$ cat src/sv/drt_pkg.sv
// Package of types, constants and helpers for the dirty rectangle tracker.
`default_nettype none
package drt_pkg;
    localparam int MAX_RECTS = 4;
    localparam int NEAR_GAP  = 24;
    localparam int MAX_DIM   = 4096;
    localparam int CW = 13;
    localparam int IDX_W = (MAX_RECTS > 1) ? $clog2(MAX_RECTS) : 1;
    localparam int CNT_W = $clog2(MAX_RECTS + 1);

    localparam logic [1:0] OP_MARK    = 2'd0;
    localparam logic [1:0] OP_MARKALL = 2'd1;
    localparam logic [1:0] OP_PRESENT = 2'd2;

    localparam logic [2:0] REG_SCREEN_W = 3'd0;
    localparam logic [2:0] REG_SCREEN_H = 3'd1;
    localparam logic [2:0] REG_CLIP_L   = 3'd2;
    localparam logic [2:0] REG_CLIP_T   = 3'd3;
    localparam logic [2:0] REG_CLIP_W   = 3'd4;
    localparam logic [2:0] REG_CLIP_H   = 3'd5;

    typedef struct packed {
        logic [CW-1:0] x0;
        logic [CW-1:0] y0;
        logic [CW-1:0] x1;
        logic [CW-1:0] y1;
    } box_t;

    // Command sent down the chain of cells.
    typedef enum logic [2:0] {
        CC_NONE,
        CC_CONTAIN,
        CC_CLOSE,
        CC_GROW,
        CC_SHIFT,
        CC_LOAD
    } cell_cmd_t;

    typedef struct packed {
        cell_cmd_t     cmd;
        box_t          box;
        logic [IDX_W-1:0] idx;
    } cell_bus_t;

    // Answer travelling back from a cell.
    typedef struct packed {
        logic          hit;
        logic [25:0]   growth;
    } cell_ans_t;

    typedef enum logic [3:0] {
        ST_IDLE,
        ST_CLIP,
        ST_CONTAIN,
        ST_CLOSE,
        ST_ABSORB,
        ST_APPEND,
        ST_GROW,
        ST_GROW_PICK,
        ST_PRESENT,
        ST_OUT
    } state_t;

    function automatic logic [CW-1:0] cmin(input logic [CW-1:0] a, input logic [CW-1:0] b);
        return (a < b) ? a : b;
    endfunction

    function automatic logic [CW-1:0] cmax(input logic [CW-1:0] a, input logic [CW-1:0] b);
        return (a > b) ? a : b;
    endfunction

    function automatic box_t unite(input box_t a, input box_t b);
        box_t r;
        r.x0 = cmin(a.x0, b.x0);
        r.y0 = cmin(a.y0, b.y0);
        r.x1 = cmax(a.x1, b.x1);
        r.y1 = cmax(a.y1, b.y1);
        return r;
    endfunction
endpackage
`default_nettype wire

$ cat src/sv/drt_cell.sv
// One storage cell of the rectangle chain: holds a box and answers one query.
`default_nettype none
module drt_cell
    import drt_pkg::*;
(
    input  wire logic      clk,
    input  wire logic [IDX_W-1:0] my_idx,
    input  wire cell_bus_t bus_in,
    input  wire box_t      last_box,
    output box_t           box_q,
    output cell_ans_t      ans
);
    box_t box_reg;
    box_t box_next;
    box_t u;
    logic [13:0] gx0, gy0;
    logic [25:0] a_old, a_new;
    logic [12:0] uw, uh, ow, oh;

    always_comb
    begin
        u = unite(box_reg, bus_in.box);
        uw = u.x1 - u.x0;
        uh = u.y1 - u.y0;
        ow = box_reg.x1 - box_reg.x0;
        oh = box_reg.y1 - box_reg.y0;
        a_new = 26'(uw) * 26'(uh);
        a_old = 26'(ow) * 26'(oh);
        gx0 = 14'(box_reg.x1) + 14'(NEAR_GAP);
        gy0 = 14'(bus_in.box.x1) + 14'(NEAR_GAP);
        ans.hit = 1'b0;
        ans.growth = a_new - a_old;
        unique case (bus_in.cmd)
            CC_CONTAIN: ans.hit = box_reg.x0 <= bus_in.box.x0 && box_reg.y0 <= bus_in.box.y0
                               && box_reg.x1 >= bus_in.box.x1 && box_reg.y1 >= bus_in.box.y1;
            CC_CLOSE:   ans.hit = 14'(bus_in.box.x0) <= gx0 && 14'(box_reg.x0) <= gy0
                   && 14'(bus_in.box.y0) <= 14'(box_reg.y1) + 14'(NEAR_GAP)
                   && 14'(box_reg.y0) <= 14'(bus_in.box.y1) + 14'(NEAR_GAP);
            default:    ans.hit = 1'b0;
        endcase
        box_next = box_reg;
        if (bus_in.idx == my_idx)
        begin
            unique case (bus_in.cmd)
                CC_LOAD:  box_next = bus_in.box;
                CC_SHIFT: box_next = last_box;
                CC_GROW:  box_next = u;
                default:  box_next = box_reg;
            endcase
        end
    end

    always_ff @(posedge clk)
    begin
        box_reg <= box_next;
    end

    assign box_q = box_reg;
endmodule
`default_nettype wire

$ cat src/sv/drt_chain.sv
// Row of rectangle cells; every cell sees the controller's command in the same cycle.
`default_nettype none
module drt_chain
    import drt_pkg::*;
(
    input  wire logic      clk,
    input  wire cell_bus_t bus,
    input  wire logic [IDX_W-1:0] last_idx,
    output box_t           boxes [MAX_RECTS],
    output cell_ans_t      answers [MAX_RECTS]
);
    box_t last_box;

    assign last_box = boxes[last_idx];

    genvar g;
    generate
        for (g = 0; g < MAX_RECTS; g++)
        begin : g_cell
            drt_cell u_cell (
                .clk(clk), .my_idx(IDX_W'(g)), .bus_in(bus), .last_box(last_box),
                .box_q(boxes[g]), .ans(answers[g]));
        end
    endgenerate
endmodule
`default_nettype wire

$ cat config.mk
export PLATFORM = sky130hd
export DESIGN_NAME = drt_chain
export DESIGN_NICKNAME = d
export VERILOG_FILES = /design/src/sv/drt_pkg.sv /design/src/sv/drt_cell.sv /design/src/sv/drt_chain.sv
export SDC_FILE = /design/constraint.sdc
export NUM_CORES = 2
export LEC_CHECK = 0
export BUFFER_PORTS_ARGS = -buffer_cell sky130_fd_sc_hd__buf_4
export CAP_MARGIN = 20
export CORE_MARGIN = 10
export CORE_UTILIZATION = 46
export DETAILED_ROUTE_END_ITERATION = 12
export PLACE_DENSITY_LB_ADDON = 0.25
export REMOVE_ABC_BUFFERS = 1
export SLEW_MARGIN = 20
export SYNTH_ARGS = -nofsm -noshare
export SYNTH_HDL_FRONTEND = slang
export SYNTH_SLANG_ARGS = --single-unit
$ cat constraint.sdc
create_clock -name clk -period 20 [get_ports clk]
set_clock_uncertainty 0.05 [all_clocks]
set_input_delay 1 -clock clk [delete_from_list [all_inputs] [get_ports clk]]
set_output_delay 1 -clock clk [all_outputs]
set_load 0.05 [all_outputs]
==> impl_metrics.ini <==
[sta]
min_period_ns = 14.58
setup_viol = 0
worst_slew_pin_slew_ns = 1.32
max_freq_mhz = 68.6
tns_ns = 0
rsz0062_at_grt = no
layout_worst_path_cycle_share_pct = 72.9
slew_viol_final = 0
slew_headroom_pct = 12.0
whs_ns = 0.867
hold_violations = 0

[grt]
grt_pass1_wl_mm = 431
gr-usage-met3_pct = 5.67
first_global_vias = 66100
overflow = 0
antenna_found_initial = 20
top_usage_layer = met2
use_met2_pct = 52.4
grt_max_degree = 60
track_usage_pct = 31.9
grtUsageMet1_pct = 37.8

[synthesis]
yosysUniqueCellTypes = 84
yosysTopAreaCellShare_pct = 31.3
yosysSeqAreaShare_pct = 8.36
synth-warning-count = 0
synth_area_um2 = 74700
synth_area_leader_cell = fa_1
synthFlopType = edfxtp_1
netlist_instances = 8655
ys_ff_latch = 208
synth_edf_count = 208
synth_area_leaders = fa_1 31%, ha_1 19%, inv_1 9.0%
synth_commonest_cells = 1,784 x inv_1, 1,167 x fa_1, 1,131 x ha_1
async_reset_ff_share_pct = 0
synth.avg_cell_area_um2 = 8.63
yosysMostFrequentCell = inv_1

[placed_design]
dp.cells = 11200
dpl.hpwl_mm = 240
gp_congestion = 1.01
io_buffers = 375

[job]
maxCapViolCount = 0

[setup_path]
critPathSlowestCell = or2_1
crit_path_end_kind = output pin
critPathRequiredTime_ns = 18.95
cp-start-kind = input pin
crit_fanout = 18
ff2ff_path_depth = 10
r2r_end = g_cell[1].u_cell.box_q[5]
rrSetupSlack_ns = 15.92
crit_top_cell = fa_1
critPathKind = in2out
cp.arrival_ns = 13.53
crit_path_max_incr_delay_ns = 0.59
reg2reg_from = g_cell[1].u_cell.box_q[6]

[die]
fp.dieH_um = 423
die_area_um2 = 179000
start_util_pct = 46.4
dieWidth_um = 423
ios = 376
rows = 147
core_um2 = 161000

[min_path]
hp-start = g_cell[1].u_cell.box_q[30]
min_delay_path_depth = 3
hold_class = reg2reg
whs_endpoint = g_cell[1].u_cell.box_q[30]

[clock_tree]
cts_setup_buffers = 0
numCtsBuffers = 24
clock_path_buffers = 3
clkSinkCount = 208
clk_pin_slew_worst_paths_ns = 0.06
cts_tree = built
clkLatencyLatePin_ns = 0.56
postCtsHoldBufs = 0
cts_root_buf = clkbuf_16
cts.htree.levels = 1
cts_resized = 0

[detailed_routing]
totalWireLength_mm = 291
detail-route-antenna-nets = 0
first_pass_iters = 9
via_count = 63800
viasPerCell = 5.68
route.detailed.drc = 0
drt_iter0_markers = 5872
wl_per_cell_um = 25.9

[layout]
largest_register_ffs = 208
final_cells = 11200
layout-area-overhead-vs-synth_pct = 9.92
final_layout_size_suffix_gt1_share_pct = 9.08
nets = 11400

[outcome]
status = complete, no violations
-- metal layers --
metal / part of all wire [%] / vias to the layer above / wire length (um)
li1: - / 28300 / -
met1: 37 / 31500 / 107000
met2: 46 / 3094 / 135000
met3: 7.9 / 931 / 23100
met4: 8.7 / 8 / 25300
met5: 0.036 / - / 104
-- cell type report --
type / instances / area (um2)
well taps: 2160 / 2700
diodes: 16 / 40.0
fillers: 15300 / 78800
inverters: 1787 / 6710
flip-flops and latches: 208 / 6250
multi-input cells: 6430 / 61100
clock buffers: 26 / 629
repair buffers: 603 / 4520
clock inverters: 16 / 158
-- through the flow --
| step | util (%) | cell area, um2 | setup slack (ns) |
|---|---|---|---|
| after global placement | 50.4 | 81100 | 5.58 |
| final | 51.0 | 82100 | 5.42 |
| after floorplan | - | 73900 | 7.30 |
| after CTS | 51.0 | 82000 | 5.46 |
| after detailed placement | 50.5 | 81200 | 5.48 |
| after global routing | 51.0 | 82100 | 4.48 |
-- worst max path at each step --
stage / to / from / slack (ns)
finish: answers[79] / bus[8] / 5.42
global route: answers[79] / bus[8] / 4.48
CTS: answers[79] / bus[8] / 5.46
detailed placement: answers[79] / bus[8] / 5.48
global placement: answers[79] / bus[8] / 5.58
floorplan: answers[25] / bus[23] / 7.30
-- worst max-delay path, delay by kind of cell --
| family | cells | cell delay, ns |
|---|---|---|
| fa+ha+maj | 11 | 4.74 |
| xor+xnor | 2 | 0.83 |
| buf+inv | 9 | 1.05 |
| compound gates | 17 | 4.51 |
| simple gates | 7 | 1.35 |
-- cell usage in the layout, fill, tap and decap left out, drive strengths merged, types with 27 or more instances in the layout --
cell type / instances
nor3: 69
inv: 1785
o21ai: 384
buf: 602
nor2: 1063
a21boi: 33
clkbuf: 27
xor2: 117
nand2b: 170
nor2b: 109
a21o: 115
mux2i: 55
or2: 98
o21a: 59
o21bai: 32
a22oi: 52
nand4: 71
a21oi: 329
ha: 1131
mux4: 52
xnor2: 265
and2: 54
fa: 1167
nand3: 83
edfxtp: 208
nand2: 668
-- logic make-up after synthesis --
logic type,after synthesis,synth area share [%]
AND/OR/NAND/NOR,2468,14.7
flip-flops,208,8.36
XOR/XNOR,387,4.63
multiplexers,132,2.68
AO/OA/AOI/OAI,1143,9.28
buffers and inverters,2017,10.1
adder cells (fa/ha/maj),2300,50.2
Power is not shown: default switching activity piles up to over one toggle a cycle in this logic, so the estimate is an artifact.
